**src/hdl/afp_pkg.sv**
```systemverilog
// ----------------------------------------------------------------------------
// afp_pkg: shared types and constants for the audio frame pacer
// Fixed arithmetic constants, register indexes and the item passed from
// the front pipeline to the accumulator.
// ----------------------------------------------------------------------------
`default_nettype none

package afp_pkg;

    // nanoseconds per second
    localparam logic [29:0] NS_PER_SEC = 30'd1000000000;

    // floor(2^61 / 1e9): x / 1e9 ~= ((x >> 20) * RECIP) >> 41, low by at most one
    localparam logic [31:0] RECIP       = 32'd2305843009;
    localparam int          RECIP_SHIFT = 41;
    localparam int          HI_SHIFT    = 20;

    localparam int RATE_W   = 18;
    localparam int VAL_W    = 16;
    localparam int NS_W     = 40;
    localparam int SECS_W   = 11;  // 2^40 ns / 1e9 < 2048
    localparam int FRAC_W   = 30;
    localparam int PQ_W     = 18;  // whole frames from the sub-second part
    localparam int BASE_W   = 29;  // secs * rate + sub-second frames
    localparam int PEND_W   = 32;
    localparam int FRAMES_W = 15;
    localparam int SRC_W    = 17;

    localparam logic [RATE_W-1:0] RATE_RESET = 18'd48000;

    // configuration register indexes
    localparam logic [1:0] CFG_SAMPLE_RATE = 2'd0;
    localparam logic [1:0] CFG_TARGET      = 2'd1;
    localparam logic [1:0] CFG_HYSTERESIS  = 2'd2;

    // one pre-processed tick, ready for the accumulator
    typedef struct packed {
        logic [BASE_W-1:0]   base;        // whole frames, before fraction carry
        logic [FRAC_W-1:0]   frac_add;    // leftover numerator, below 1e9
        logic [FRAMES_W-1:0] max_frames;  // max_values / 2
        logic                over;        // buffer above target + hysteresis
        logic                under;       // buffer below target - hysteresis
    } item_t;

endpackage

`default_nettype wire

```
**src/hdl/audio_frame_pacer.sv**
```systemverilog
// ----------------------------------------------------------------------------
// audio_frame_pacer: fractional-rate frame pacer with drift correction
// Converts elapsed time per tick into whole stereo frames and reports how
// many sample values to emit and how many to pull from the source buffer.
// ----------------------------------------------------------------------------
// Each input transaction is one pacing tick. The block accepts one tick per
// clock cycle unless results held up at the output have filled the queue,
// and returns exactly one result transaction per tick, in order. The rate
// is set by the accumulator in the back end, whose fraction carry,
// saturating pending count and cap compare are all combinational ahead of
// its state registers; all divisions by one second happen ahead of it in a
// 7-stage pipeline. Writing sample_rate clears the fraction and pending frame
// count; write the registers only while no tick is in flight.
// ----------------------------------------------------------------------------
`default_nettype none

module audio_frame_pacer #(
    parameter int FIFO_DEPTH = 4
) (
    input  wire logic         aclk,
    input  wire logic         aresetn,
    // tick input
    input  wire logic         s_tvalid,
    output logic              s_tready,
    input  wire logic [71:0]  s_tdata,   // [39:0] elapsed_ns, [55:40] max_values,
                                         // [71:56] buffered_values
    // result output
    output logic              m_tvalid,
    input  wire logic         m_tready,
    output logic [39:0]       m_tdata,   // [15:0] values_due, [32:16] source_values,
                                         // [39:33] zero
    // register writes
    input  wire logic         cfg_we,
    input  wire logic [1:0]   cfg_idx,
    input  wire logic [17:0]  cfg_wdata
);

    // configuration registers
    logic [afp_pkg::RATE_W-1:0] rate_reg;
    logic [afp_pkg::VAL_W-1:0]  target_reg;
    logic [afp_pkg::VAL_W-1:0]  hyst_reg;
    logic                       rate_wr;

    // front -> queue -> back
    logic           fr_valid, fr_ready;
    afp_pkg::item_t fr_item;
    logic           q_valid, q_ready;
    afp_pkg::item_t q_item;

    logic [afp_pkg::VAL_W-1:0] values_due;
    logic [afp_pkg::SRC_W-1:0] source_values;

    assign rate_wr = cfg_we && (cfg_idx == afp_pkg::CFG_SAMPLE_RATE);

    always_ff @(posedge aclk) begin
        if (!aresetn) begin
            rate_reg   <= afp_pkg::RATE_RESET;
            target_reg <= '0;
            hyst_reg   <= '0;
        end else if (cfg_we) begin
            unique case (cfg_idx)
                afp_pkg::CFG_SAMPLE_RATE: rate_reg   <= cfg_wdata;
                afp_pkg::CFG_TARGET:      target_reg <= cfg_wdata[afp_pkg::VAL_W-1:0];
                afp_pkg::CFG_HYSTERESIS:  hyst_reg   <= cfg_wdata[afp_pkg::VAL_W-1:0];
                default: ;  // unused index, write ignored
            endcase
        end
    end

    // front: time split, rate scaling, buffer classification
    afp_front u_front (
        .aclk              (aclk),
        .aresetn           (aresetn),
        .in_valid          (s_tvalid),
        .in_ready          (s_tready),
        .elapsed_ns        (s_tdata[39:0]),
        .max_values        (s_tdata[55:40]),
        .buffered_values   (s_tdata[71:56]),
        .sample_rate       (rate_reg),
        .target_values     (target_reg),
        .hysteresis_values (hyst_reg),
        .item_valid        (fr_valid),
        .item              (fr_item),
        .item_ready        (fr_ready)
    );

    // queue lets the front keep going while results wait downstream
    afp_fifo #(
        .DEPTH (FIFO_DEPTH)
    ) u_fifo (
        .aclk      (aclk),
        .aresetn   (aresetn),
        .in_valid  (fr_valid),
        .in_ready  (fr_ready),
        .in_item   (fr_item),
        .out_valid (q_valid),
        .out_ready (q_ready),
        .out_item  (q_item)
    );

    // back: accumulator state and result register
    afp_back u_back (
        .aclk          (aclk),
        .aresetn       (aresetn),
        .clear         (rate_wr),
        .item_valid    (q_valid),
        .item_ready    (q_ready),
        .item          (q_item),
        .out_valid     (m_tvalid),
        .out_ready     (m_tready),
        .values_due    (values_due),
        .source_values (source_values)
    );

    assign m_tdata = {7'd0, source_values, values_due};

    // ------------------------------------------------------------------
    // Assertions
    // ------------------------------------------------------------------

    // only whole frames go out
    a_due_even: assert property (@(posedge aclk) disable iff (!aresetn)
        m_tvalid |-> (m_tdata[0] == 1'b0))
        else $error("values_due is odd");

    // drift correction moves the source count by at most one frame
    a_src_band: assert property (@(posedge aclk) disable iff (!aresetn)
        m_tvalid |-> ((m_tdata[32:16] == {1'b0, m_tdata[15:0]}) ||
                      (m_tdata[32:16] == {1'b0, m_tdata[15:0]} + 17'd2) ||
                      (m_tdata[32:16] + 17'd2 == {1'b0, m_tdata[15:0]})))
        else $error("source_values out of band");

    // input stalls only when a result is held up at the output
    a_stall_cause: assert property (@(posedge aclk) disable iff (!aresetn)
        !s_tready |-> m_tvalid)
        else $error("input stalled with empty output");

endmodule

`default_nettype wire

```
**src/hdl/afp_front.sv**
```systemverilog
// ----------------------------------------------------------------------------
// afp_front: tick pre-processing pipeline
// Splits elapsed time into seconds and remainder, scales by the sample rate
// and splits the sub-second product into whole frames and a fraction.
// Also classifies the buffer fill against the drift band.
// ----------------------------------------------------------------------------
`default_nettype none

module afp_front (
    input  wire logic                         aclk,
    input  wire logic                         aresetn,
    input  wire logic                         in_valid,
    output logic                              in_ready,
    input  wire logic [afp_pkg::NS_W-1:0]     elapsed_ns,
    input  wire logic [afp_pkg::VAL_W-1:0]    max_values,
    input  wire logic [afp_pkg::VAL_W-1:0]    buffered_values,
    input  wire logic [afp_pkg::RATE_W-1:0]   sample_rate,
    input  wire logic [afp_pkg::VAL_W-1:0]    target_values,
    input  wire logic [afp_pkg::VAL_W-1:0]    hysteresis_values,
    output logic                              item_valid,
    output afp_pkg::item_t                    item,
    input  wire logic                         item_ready
);

    localparam int NSTAGE = 7;

    typedef struct packed {
        logic [afp_pkg::FRAMES_W-1:0] max_frames;
        logic                         over;
        logic                         under;
    } side_t;

    logic [NSTAGE-1:0] valid_reg;
    logic              en;
    side_t             side_reg [NSTAGE-1];
    side_t             side_in;

    // stage 1
    logic [afp_pkg::NS_W-1:0]   el1_reg;
    logic [afp_pkg::SECS_W-1:0] q1_reg;
    logic [51:0]                prod1;
    // stage 2
    logic [afp_pkg::NS_W-1:0]   el2_reg;
    logic [afp_pkg::SECS_W-1:0] q2_reg;
    logic [afp_pkg::NS_W-1:0]   pp1_reg;
    logic [40:0]                pp1_full;
    // stage 3
    logic [afp_pkg::SECS_W-1:0] secs3_reg;
    logic [afp_pkg::FRAC_W-1:0] rem3_reg;
    logic [afp_pkg::NS_W-1:0]   r1;
    logic                       ge1;
    // stage 4
    logic [47:0]                p4_reg;
    logic [afp_pkg::BASE_W-1:0] sr4_reg;
    // stage 5
    logic [47:0]                p5_reg;
    logic [afp_pkg::BASE_W-1:0] sr5_reg;
    logic [afp_pkg::PQ_W-1:0]   q5_reg;
    logic [59:0]                prod2;
    // stage 6
    logic [47:0]                p6_reg;
    logic [afp_pkg::BASE_W-1:0] sr6_reg;
    logic [afp_pkg::PQ_W-1:0]   q6_reg;
    logic [47:0]                pp2_reg;
    // stage 7
    logic [47:0]                r2;
    logic                       ge2;
    logic [afp_pkg::PQ_W-1:0]   pq;
    afp_pkg::item_t             item_reg;

    // whole pipeline moves together; it holds only while the queue is full
    assign en       = !valid_reg[NSTAGE-1] || item_ready;
    assign in_ready = en;

    always_comb begin
        side_in.max_frames = max_values[afp_pkg::VAL_W-1:1];
        side_in.over  = {1'b0, buffered_values} >
                        ({1'b0, target_values} + {1'b0, hysteresis_values});
        side_in.under = ({1'b0, buffered_values} + {1'b0, hysteresis_values}) <
                        {1'b0, target_values};
    end

    assign prod1    = 52'(elapsed_ns[afp_pkg::NS_W-1:afp_pkg::HI_SHIFT]) * 52'(afp_pkg::RECIP);
    assign pp1_full = 41'(q1_reg) * 41'(afp_pkg::NS_PER_SEC);
    assign r1       = el2_reg - pp1_reg;
    assign ge1      = r1[30:0] >= 31'(afp_pkg::NS_PER_SEC);
    assign prod2    = 60'(p4_reg[47:afp_pkg::HI_SHIFT]) * 60'(afp_pkg::RECIP);
    assign r2       = p6_reg - pp2_reg;
    assign ge2      = r2[30:0] >= 31'(afp_pkg::NS_PER_SEC);
    assign pq       = q6_reg + afp_pkg::PQ_W'(ge2);

    always_ff @(posedge aclk) begin
        if (!aresetn) begin
            valid_reg <= '0;
        end else if (en) begin
            valid_reg <= {valid_reg[NSTAGE-2:0], in_valid};
        end
    end

    always_ff @(posedge aclk) begin
        if (en) begin
            side_reg[0] <= side_in;
            for (int i = 1; i < NSTAGE - 1; i++) begin
                side_reg[i] <= side_reg[i-1];
            end
            // stage 1: seconds estimate
            el1_reg <= elapsed_ns;
            q1_reg  <= prod1[afp_pkg::RECIP_SHIFT +: afp_pkg::SECS_W];
            // stage 2
            el2_reg <= el1_reg;
            q2_reg  <= q1_reg;
            pp1_reg <= pp1_full[afp_pkg::NS_W-1:0];
            // stage 3: one correction step
            secs3_reg <= ge1 ? q2_reg + afp_pkg::SECS_W'(1) : q2_reg;
            rem3_reg  <= ge1 ? afp_pkg::FRAC_W'(r1 - afp_pkg::NS_W'(afp_pkg::NS_PER_SEC))
                             : r1[afp_pkg::FRAC_W-1:0];
            // stage 4: scale by rate
            p4_reg  <= 48'(rem3_reg) * 48'(sample_rate);
            sr4_reg <= afp_pkg::BASE_W'(afp_pkg::BASE_W'(secs3_reg) *
                                        afp_pkg::BASE_W'(sample_rate));
            // stage 5: frames estimate
            p5_reg  <= p4_reg;
            sr5_reg <= sr4_reg;
            q5_reg  <= prod2[afp_pkg::RECIP_SHIFT +: afp_pkg::PQ_W];
            // stage 6
            p6_reg  <= p5_reg;
            sr6_reg <= sr5_reg;
            q6_reg  <= q5_reg;
            pp2_reg <= 48'(q5_reg) * 48'(afp_pkg::NS_PER_SEC);
            // stage 7: correction, assemble item
            item_reg.base       <= sr6_reg + afp_pkg::BASE_W'(pq);
            item_reg.frac_add   <= ge2 ? afp_pkg::FRAC_W'(r2 - 48'(afp_pkg::NS_PER_SEC))
                                       : r2[afp_pkg::FRAC_W-1:0];
            item_reg.max_frames <= side_reg[NSTAGE-2].max_frames;
            item_reg.over       <= side_reg[NSTAGE-2].over;
            item_reg.under      <= side_reg[NSTAGE-2].under;
        end
    end

    assign item_valid = valid_reg[NSTAGE-1];
    assign item       = item_reg;

endmodule

`default_nettype wire

```
**src/hdl/afp_fifo.sv**
```systemverilog
// ----------------------------------------------------------------------------
// afp_fifo: short item queue
// Decouples the pre-processing pipeline from the accumulator.
// ----------------------------------------------------------------------------
`default_nettype none

module afp_fifo #(
    parameter int DEPTH = 4
) (
    input  wire logic           aclk,
    input  wire logic           aresetn,
    input  wire logic           in_valid,
    output logic                in_ready,
    input  wire afp_pkg::item_t in_item,
    output logic                out_valid,
    input  wire logic           out_ready,
    output afp_pkg::item_t      out_item
);

    localparam int AW = (DEPTH > 1) ? $clog2(DEPTH) : 1;
    localparam int CW = $clog2(DEPTH + 1);

    afp_pkg::item_t mem [DEPTH];
    logic [AW-1:0]  wr_ptr_reg, rd_ptr_reg;
    logic [CW-1:0]  count_reg;
    logic           push, pop;

    assign in_ready  = count_reg != CW'(DEPTH);
    assign out_valid = count_reg != '0;
    assign push      = in_valid && in_ready;
    assign pop       = out_valid && out_ready;
    assign out_item  = mem[rd_ptr_reg];

    always_ff @(posedge aclk) begin
        if (!aresetn) begin
            wr_ptr_reg <= '0;
            rd_ptr_reg <= '0;
            count_reg  <= '0;
        end else begin
            if (push) begin
                wr_ptr_reg <= (wr_ptr_reg == AW'(DEPTH - 1)) ? '0 : wr_ptr_reg + AW'(1);
            end
            if (pop) begin
                rd_ptr_reg <= (rd_ptr_reg == AW'(DEPTH - 1)) ? '0 : rd_ptr_reg + AW'(1);
            end
            if (push && !pop) begin
                count_reg <= count_reg + CW'(1);
            end else if (pop && !push) begin
                count_reg <= count_reg - CW'(1);
            end
        end
    end

    always_ff @(posedge aclk) begin
        if (push) begin
            mem[wr_ptr_reg] <= in_item;
        end
    end

endmodule

`default_nettype wire

```
**src/hdl/afp_back.sv**
```systemverilog
// ----------------------------------------------------------------------------
// afp_back: frame accumulator and result register
// Carries the fraction, saturates the pending count, releases frames up to
// the cap and forms the drift-corrected source count.
// ----------------------------------------------------------------------------
`default_nettype none

module afp_back (
    input  wire logic                           aclk,
    input  wire logic                           aresetn,
    input  wire logic                           clear,
    input  wire logic                           item_valid,
    output logic                                item_ready,
    input  wire afp_pkg::item_t                 item,
    output logic                                out_valid,
    input  wire logic                           out_ready,
    output logic [afp_pkg::VAL_W-1:0]           values_due,
    output logic [afp_pkg::SRC_W-1:0]           source_values
);

    logic [afp_pkg::FRAC_W-1:0]   frac_reg, frac_next;
    logic [afp_pkg::PEND_W-1:0]   pend_reg, pend_next;
    logic                         out_valid_reg;
    logic [afp_pkg::VAL_W-1:0]    due_reg, due_next;
    logic [afp_pkg::SRC_W-1:0]    src_reg, src_next;

    logic [afp_pkg::FRAC_W:0]     fsum;
    logic                         carry;
    logic [afp_pkg::PEND_W:0]     total;
    logic [afp_pkg::PEND_W-1:0]   total_sat;
    logic [afp_pkg::FRAMES_W-1:0] frames;
    logic                         pop;

    assign item_ready = !out_valid_reg || out_ready;
    assign pop        = item_valid && item_ready;

    always_comb begin
        fsum      = {1'b0, frac_reg} + {1'b0, item.frac_add};
        carry     = fsum >= (afp_pkg::FRAC_W + 1)'(afp_pkg::NS_PER_SEC);
        frac_next = carry ? afp_pkg::FRAC_W'(fsum - (afp_pkg::FRAC_W + 1)'(afp_pkg::NS_PER_SEC))
                          : fsum[afp_pkg::FRAC_W-1:0];
        total     = {1'b0, pend_reg} + (afp_pkg::PEND_W + 1)'(item.base)
                    + (afp_pkg::PEND_W + 1)'(carry);
        total_sat = total[afp_pkg::PEND_W] ? '1 : total[afp_pkg::PEND_W-1:0];
        frames    = (total_sat < afp_pkg::PEND_W'(item.max_frames))
                    ? total_sat[afp_pkg::FRAMES_W-1:0] : item.max_frames;
        pend_next = total_sat - afp_pkg::PEND_W'(frames);
        due_next  = {frames, 1'b0};
        if (frames == '0) begin
            src_next = '0;
        end else if (item.over) begin
            src_next = afp_pkg::SRC_W'(due_next) + afp_pkg::SRC_W'(2);
        end else if (item.under && (frames >= afp_pkg::FRAMES_W'(2))) begin
            src_next = afp_pkg::SRC_W'(due_next) - afp_pkg::SRC_W'(2);
        end else begin
            src_next = afp_pkg::SRC_W'(due_next);
        end
    end

    always_ff @(posedge aclk) begin
        if (!aresetn) begin
            frac_reg      <= '0;
            pend_reg      <= '0;
            out_valid_reg <= 1'b0;
        end else begin
            if (clear) begin
                frac_reg <= '0;
                pend_reg <= '0;
            end else if (pop) begin
                frac_reg <= frac_next;
                pend_reg <= pend_next;
            end
            if (item_ready) begin
                out_valid_reg <= item_valid;
            end
        end
    end

    always_ff @(posedge aclk) begin
        if (pop) begin
            due_reg <= due_next;
            src_reg <= src_next;
        end
    end

    assign out_valid     = out_valid_reg;
    assign values_due    = due_reg;
    assign source_values = src_reg;

endmodule

`default_nettype wire

```
**config.mk**
```make
export PLATFORM = sky130hd
export DESIGN_NAME = audio_frame_pacer
export DESIGN_NICKNAME = d
export VERILOG_FILES = /design/src/hdl/afp_pkg.sv /design/src/hdl/audio_frame_pacer.sv /design/src/hdl/afp_front.sv /design/src/hdl/afp_fifo.sv /design/src/hdl/afp_back.sv
export SDC_FILE = /design/constraint.sdc
export NUM_CORES = 2
export LEC_CHECK = 0
export BUFFER_PORTS_ARGS = -buffer_cell sky130_fd_sc_hd__buf_2
export CAP_MARGIN = 20
export CORE_UTILIZATION = 45
export DETAILED_ROUTE_END_ITERATION = 16
export MAX_ROUTING_LAYER = met4
export RECOVER_POWER = 25
export SLEW_MARGIN = 5
export SYNTH_ARGS = -nofsm -noshare
export SYNTH_HDL_FRONTEND = slang
export SYNTH_SLANG_ARGS = --single-unit
export TNS_END_PERCENT = 1
```
**constraint.sdc**
```tcl
create_clock -name aclk -period 31.3 [get_ports aclk]
set_input_delay 7.825 -clock aclk [delete_from_list [all_inputs] [get_ports aclk]]
set_output_delay 7.825 -clock aclk [all_outputs]
set_load 0.005 [all_outputs]
```
==> metrics.txt <==
# TYPE chip_impl_metric gauge
chip_impl_metric{name="top_level_port_count",unit=""} 139
chip_impl_metric{name="worst_slew_pin_slew",unit="ns"} 1.045
chip_impl_metric{name="grt_pass1_vias",unit=""} 62681
chip_impl_metric{name="synth_sequential_area_ratio",unit="%"} 32.03
chip_impl_info{name="synth_top_family_by_area",value="adder cells"} 1
chip_impl_info{name="synth.top_cells.by_count",value="1,548 x sky130_fd_sc_hd__inv_1, 1,153 x sky130_fd_sc_hd__fa_1, 1,079 x sky130_fd_sc_hd__ha_1"} 1
chip_impl_info{name="clk_root_buffer_cell",value="sky130_fd_sc_hd__clkbuf_16"} 1
chip_impl_metric{name="grt_antenna_before_repair",unit=""} 0
chip_impl_metric{name="global_route.usage.met1",unit="%"} 26.97
chip_impl_metric{name="fin_skew",unit="ns"} 0.04819
chip_impl_metric{name="cts_setup_buffers",unit=""} 0
chip_impl_metric{name="via_count",unit=""} 58753
chip_impl_metric{name="asyncSetResetFlopFracSynth",unit="%"} 0
chip_impl_metric{name="cts_sink_count",unit=""} 1040
chip_impl_metric{name="grt_pass1_wl",unit="mm"} 347.8
chip_impl_info{name="grt-busiest-layer",value="met2"} 1
chip_impl_metric{name="setup_violating_endpoint_count_in_the_final_report",unit=""} 0
chip_impl_metric{name="ctsHoldBuffers",unit=""} 0
chip_impl_metric{name="antenna_left",unit=""} 0
chip_impl_metric{name="detailedRoute.firstPassIterationCount",unit=""} 5
chip_impl_metric{name="clock_tree.buffer_depth",unit=""} 3
chip_impl_metric{name="grtUsageTotal",unit="%"} 21.97
chip_impl_metric{name="ant_diodes",unit=""} 0
chip_impl_metric{name="synth-edff-count",unit=""} 911
chip_impl_metric{name="initialDrtViolationCount",unit=""} 3081
chip_impl_metric{name="synth_simple_gate_area_share",unit="%"} 9.203
chip_impl_metric{name="synth_xor_area_share",unit="%"} 3.551
chip_impl_metric{name="cp_data_arrival_time",unit="ns"} 16.15
chip_impl_metric{name="floorplan.initialDensity",unit="%"} 45.50
chip_impl_info{name="timing.hold.worst.class",value="reg -> reg"} 1
chip_impl_metric{name="syn_to_final_growth",unit="%"} 8.001
chip_impl_metric{name="grt_max_degree",unit=""} 106
chip_impl_metric{name="max_ffs_per_register",unit=""} 304
chip_impl_metric{name="syn_inst",unit=""} 8360
chip_impl_metric{name="die-width",unit="um"} 457.7
chip_impl_metric{name="avgRoutedWirePerCell",unit="um"} 19.39
chip_impl_metric{name="use_met3",unit="%"} 2.616
chip_impl_metric{name="route.detailed.drc",unit=""} 0
chip_impl_info{name="main_flop_type_after_synthesis",value="sky130_fd_sc_hd__edfxtp_1"} 1
chip_impl_metric{name="core-area",unit="um2"} 205400
chip_impl_metric{name="timing.max_cap.violations",unit=""} 0
chip_impl_metric{name="cts_resized",unit=""} 0
chip_impl_info{name="rsz0062_at_grt",value="false"} 1
chip_impl_metric{name="timing.slew.headroom",unit="%"} 30.33
chip_impl_metric{name="compound_cell_area_share_of_the_yosys_netlist",unit="%"} 6.853
chip_impl_metric{name="synth_fa_ha_area_share",unit="%"} 39.15
chip_impl_metric{name="clock_tree.htree_level_count",unit=""} 3
chip_impl_metric{name="max_clock_freq",unit="MHz"} 63.89
chip_impl_metric{name="post-synth-top-area-fraction",unit="%"} 29.27
chip_impl_info{name="tritoncts_clock_tree",value="done"} 1
chip_impl_metric{name="reg2reg_slack",unit="ns"} 17.03
chip_impl_metric{name="count_of_final_max_slew_check_failures",unit=""} 0
chip_impl_metric{name="use_met2",unit="%"} 37.60
chip_impl_metric{name="finalWirelength",unit="mm"} 218.0
chip_impl_metric{name="finalWeightedCongestion",unit=""} 0.9281
chip_impl_metric{name="final_area",unit="um2"} 100900
chip_impl_info{name="startpoint_type",value="primary input"} 1
chip_impl_metric{name="gr-total-overflow",unit=""} 0
chip_impl_metric{name="cts_buffers",unit=""} 113
chip_impl_metric{name="syn-cell-area",unit="um2"} 93470
chip_impl_metric{name="clkLatencyLatePin",unit="ns"} 0.77
chip_impl_metric{name="final.setup.tns",unit="ns"} 0
chip_impl_metric{name="detailedPlacementHpwl",unit="mm"} 168.7
chip_impl_info{name="critPathCaptureType",value="flip-flop"} 1
chip_impl_metric{name="cp_data_required_time",unit="ns"} 31.80
chip_impl_metric{name="dpl_cell_area",unit="um2"} 97220
chip_impl_metric{name="fin_nets",unit=""} 10786
chip_impl_metric{name="synth_cell_type_count",unit=""} 98
chip_impl_metric{name="layout.filler_cells",unit=""} 18349
chip_impl_metric{name="finalCritPeriodShare",unit="%"} 50.00
chip_impl_info{name="worstSetupPathType",value="in -> reg"} 1
chip_impl_metric{name="worst_setup_hold_path_clk_slew",unit="ns"} 0.06
chip_impl_metric{name="buffer_ports.inserted",unit=""} 128
chip_impl_info{name="synth_top_cells_by_area",value="sky130_fd_sc_hd__edfxtp_1 29%, sky130_fd_sc_hd__fa_1 25%, sky130_fd_sc_hd__ha_1 14%"} 1
chip_impl_metric{name="timing_hold_violations_final",unit=""} 0
chip_impl_metric{name="die_area",unit="um2"} 209500
chip_impl_metric{name="yosys_register_bits",unit=""} 1040
chip_impl_metric{name="postSynthAreaPerCell",unit="um2"} 11.18
chip_impl_info{name="synthDominantAreaCellType",value="sky130_fd_sc_hd__edfxtp_1"} 1
chip_impl_metric{name="syn_warnings",unit=""} 0
chip_impl_metric{name="tmin_final",unit="ns"} 15.65
chip_impl_metric{name="fraction_of_layout_instances_using_a_drive_strength_above_1",unit="%"} 6.349
chip_impl_info{name="post-synth-top-count-cell",value="sky130_fd_sc_hd__inv_1"} 1
chip_impl_metric{name="yosys-mux-area-fraction",unit="%"} 1.969
chip_impl_metric{name="critPathMaxFanout",unit=""} 9
chip_impl_metric{name="vias_per_cell",unit=""} 5.227
chip_impl_metric{name="core.rowCount",unit=""} 166
chip_impl_metric{name="fp.dieH",unit="um"} 457.7
chip_impl_info{name="result_of_the_run",value="complete, no violations"} 1
-- layout by cell type (no fill, tap or decap), types with 18 or more instances in the layout --
cell,count
sky130_fd_sc_hd__and3_1,46
sky130_fd_sc_hd__or3_1,22
sky130_fd_sc_hd__o21ai_1,26
sky130_fd_sc_hd__a31oi_1,22
sky130_fd_sc_hd__clkbuf_16,114
sky130_fd_sc_hd__clkinv_2,25
sky130_fd_sc_hd__and2_1,238
sky130_fd_sc_hd__nor2_1,280
sky130_fd_sc_hd__edfxtp_1,911
sky130_fd_sc_hd__or2_2,18
sky130_fd_sc_hd__o21ai_0,161
sky130_fd_sc_hd__nor3_1,83
sky130_fd_sc_hd__buf_4,83
sky130_fd_sc_hd__o21bai_1,47
sky130_fd_sc_hd__buf_2,128
sky130_fd_sc_hd__a211oi_1,45
sky130_fd_sc_hd__ha_1,1079
sky130_fd_sc_hd__mux4_2,74
sky130_fd_sc_hd__a21boi_0,65
sky130_fd_sc_hd__inv_1,1546
sky130_fd_sc_hd__nor2b_1,45
sky130_fd_sc_hd__nand4_1,33
sky130_fd_sc_hd__a21oi_1,272
sky130_fd_sc_hd__xor2_1,98
sky130_fd_sc_hd__o211ai_1,21
sky130_fd_sc_hd__fa_1,1153
sky130_fd_sc_hd__a21o_1,106
sky130_fd_sc_hd__nand3_1,80
sky130_fd_sc_hd__dfxtp_1,124
sky130_fd_sc_hd__nor4_1,20
sky130_fd_sc_hd__xnor2_1,281
sky130_fd_sc_hd__nand2b_1,55
sky130_fd_sc_hd__o21a_1,69
sky130_fd_sc_hd__nand2_1,873
-- metrics by stage --
step	worst slack (ns)	hold WS, ns	util, %	std cells
floorplan	11.51	0.4003	-	8368
global placement	14.99	0.4013	47.33	11028
detailed placement	14.92	0.4045	47.33	11028
CTS	15.70	0.3793	49.13	11239
global route	15.24	0.3834	49.14	11241
finish	15.65	0.3871	49.14	11241
-- critical path: stages --
cell                        delay, ns
sky130_fd_sc_hd__buf_2           0.24
sky130_fd_sc_hd__fa_1            0.67
sky130_fd_sc_hd__inv_1           0.11
sky130_fd_sc_hd__fa_1            0.51
sky130_fd_sc_hd__inv_1           0.04
sky130_fd_sc_hd__ha_1            0.30
sky130_fd_sc_hd__fa_1            0.48
sky130_fd_sc_hd__inv_1           0.05
sky130_fd_sc_hd__fa_1            0.52
sky130_fd_sc_hd__inv_1           0.05
sky130_fd_sc_hd__fa_1            0.48
sky130_fd_sc_hd__ha_1            0.31
sky130_fd_sc_hd__ha_1            0.31
sky130_fd_sc_hd__a21o_1          0.18
sky130_fd_sc_hd__a21o_1          0.16
sky130_fd_sc_hd__a2111oi_0       0.83
sky130_fd_sc_hd__o211ai_1        0.34
sky130_fd_sc_hd__a41oi_1         0.42
sky130_fd_sc_hd__o311ai_0        0.40
sky130_fd_sc_hd__a31oi_1         0.42
sky130_fd_sc_hd__o21ai_0         0.26
sky130_fd_sc_hd__o41ai_1         0.47
sky130_fd_sc_hd__nor2b_1         0.13
sky130_fd_sc_hd__o21a_1          0.22
sky130_fd_sc_hd__o21ai_0         0.29
sky130_fd_sc_hd__xnor2_1         0.12
-- cells by family (layout without fill, tap and decap cells) --
family | Yosys count | count (layout)
compound gates | 980 | 980
xor+xnor | 379 | 379
fa+ha+maj | 2233 | 2233
buf+inv | 1789 | 1974
flops | 1040 | 1040
mux | 91 | 91
other cells | 1 | 9
simple gates | 1847 | 1847
-- final cells by class --
class | count | area (um2) | area share, %
multi-input cells | 5539 | 56820 | 56.29
flip-flops and latches | 1040 | 29950 | 29.67
repair buffers | 213 | 1280 | 1.268
clock inverters | 83 | 778.2 | 0.7710
well taps | 2688 | 3363 | 3.332
clock buffers | 128 | 2925 | 2.898
inverters | 1550 | 5827 | 5.772
-- path summary, 6_finish.rpt --
| kind | start | to | cells past startpoint |
|---|---|---|---|
| hold reg to reg | u_front.sr5_reg[15]$_DFFE_PP_ | u_front.sr6_reg[15]$_DFFE_PP_ | 0 |
| setup / recovery | s_tdata[28] | u_front.q1_reg[10]$_DFFE_PP_ | 26 |
| hold / removal | u_front.sr5_reg[15]$_DFFE_PP_ | u_front.sr6_reg[15]$_DFFE_PP_ | 0 |
| setup reg to reg | flip-flop | u_back.pend_reg[22]$_SDFFE_PP0P_ | 52 |
-- routing by layer --
metal	share of wire [%]	wire length [um]
met2	50	109400
met1	42	92300
met5	0	0
met3	3.9	8511
met4	3.6	7814
Power is left out: the tool's default activity adds up to more than one toggle a clock period on the data nets, which glitch-free logic cannot reach.
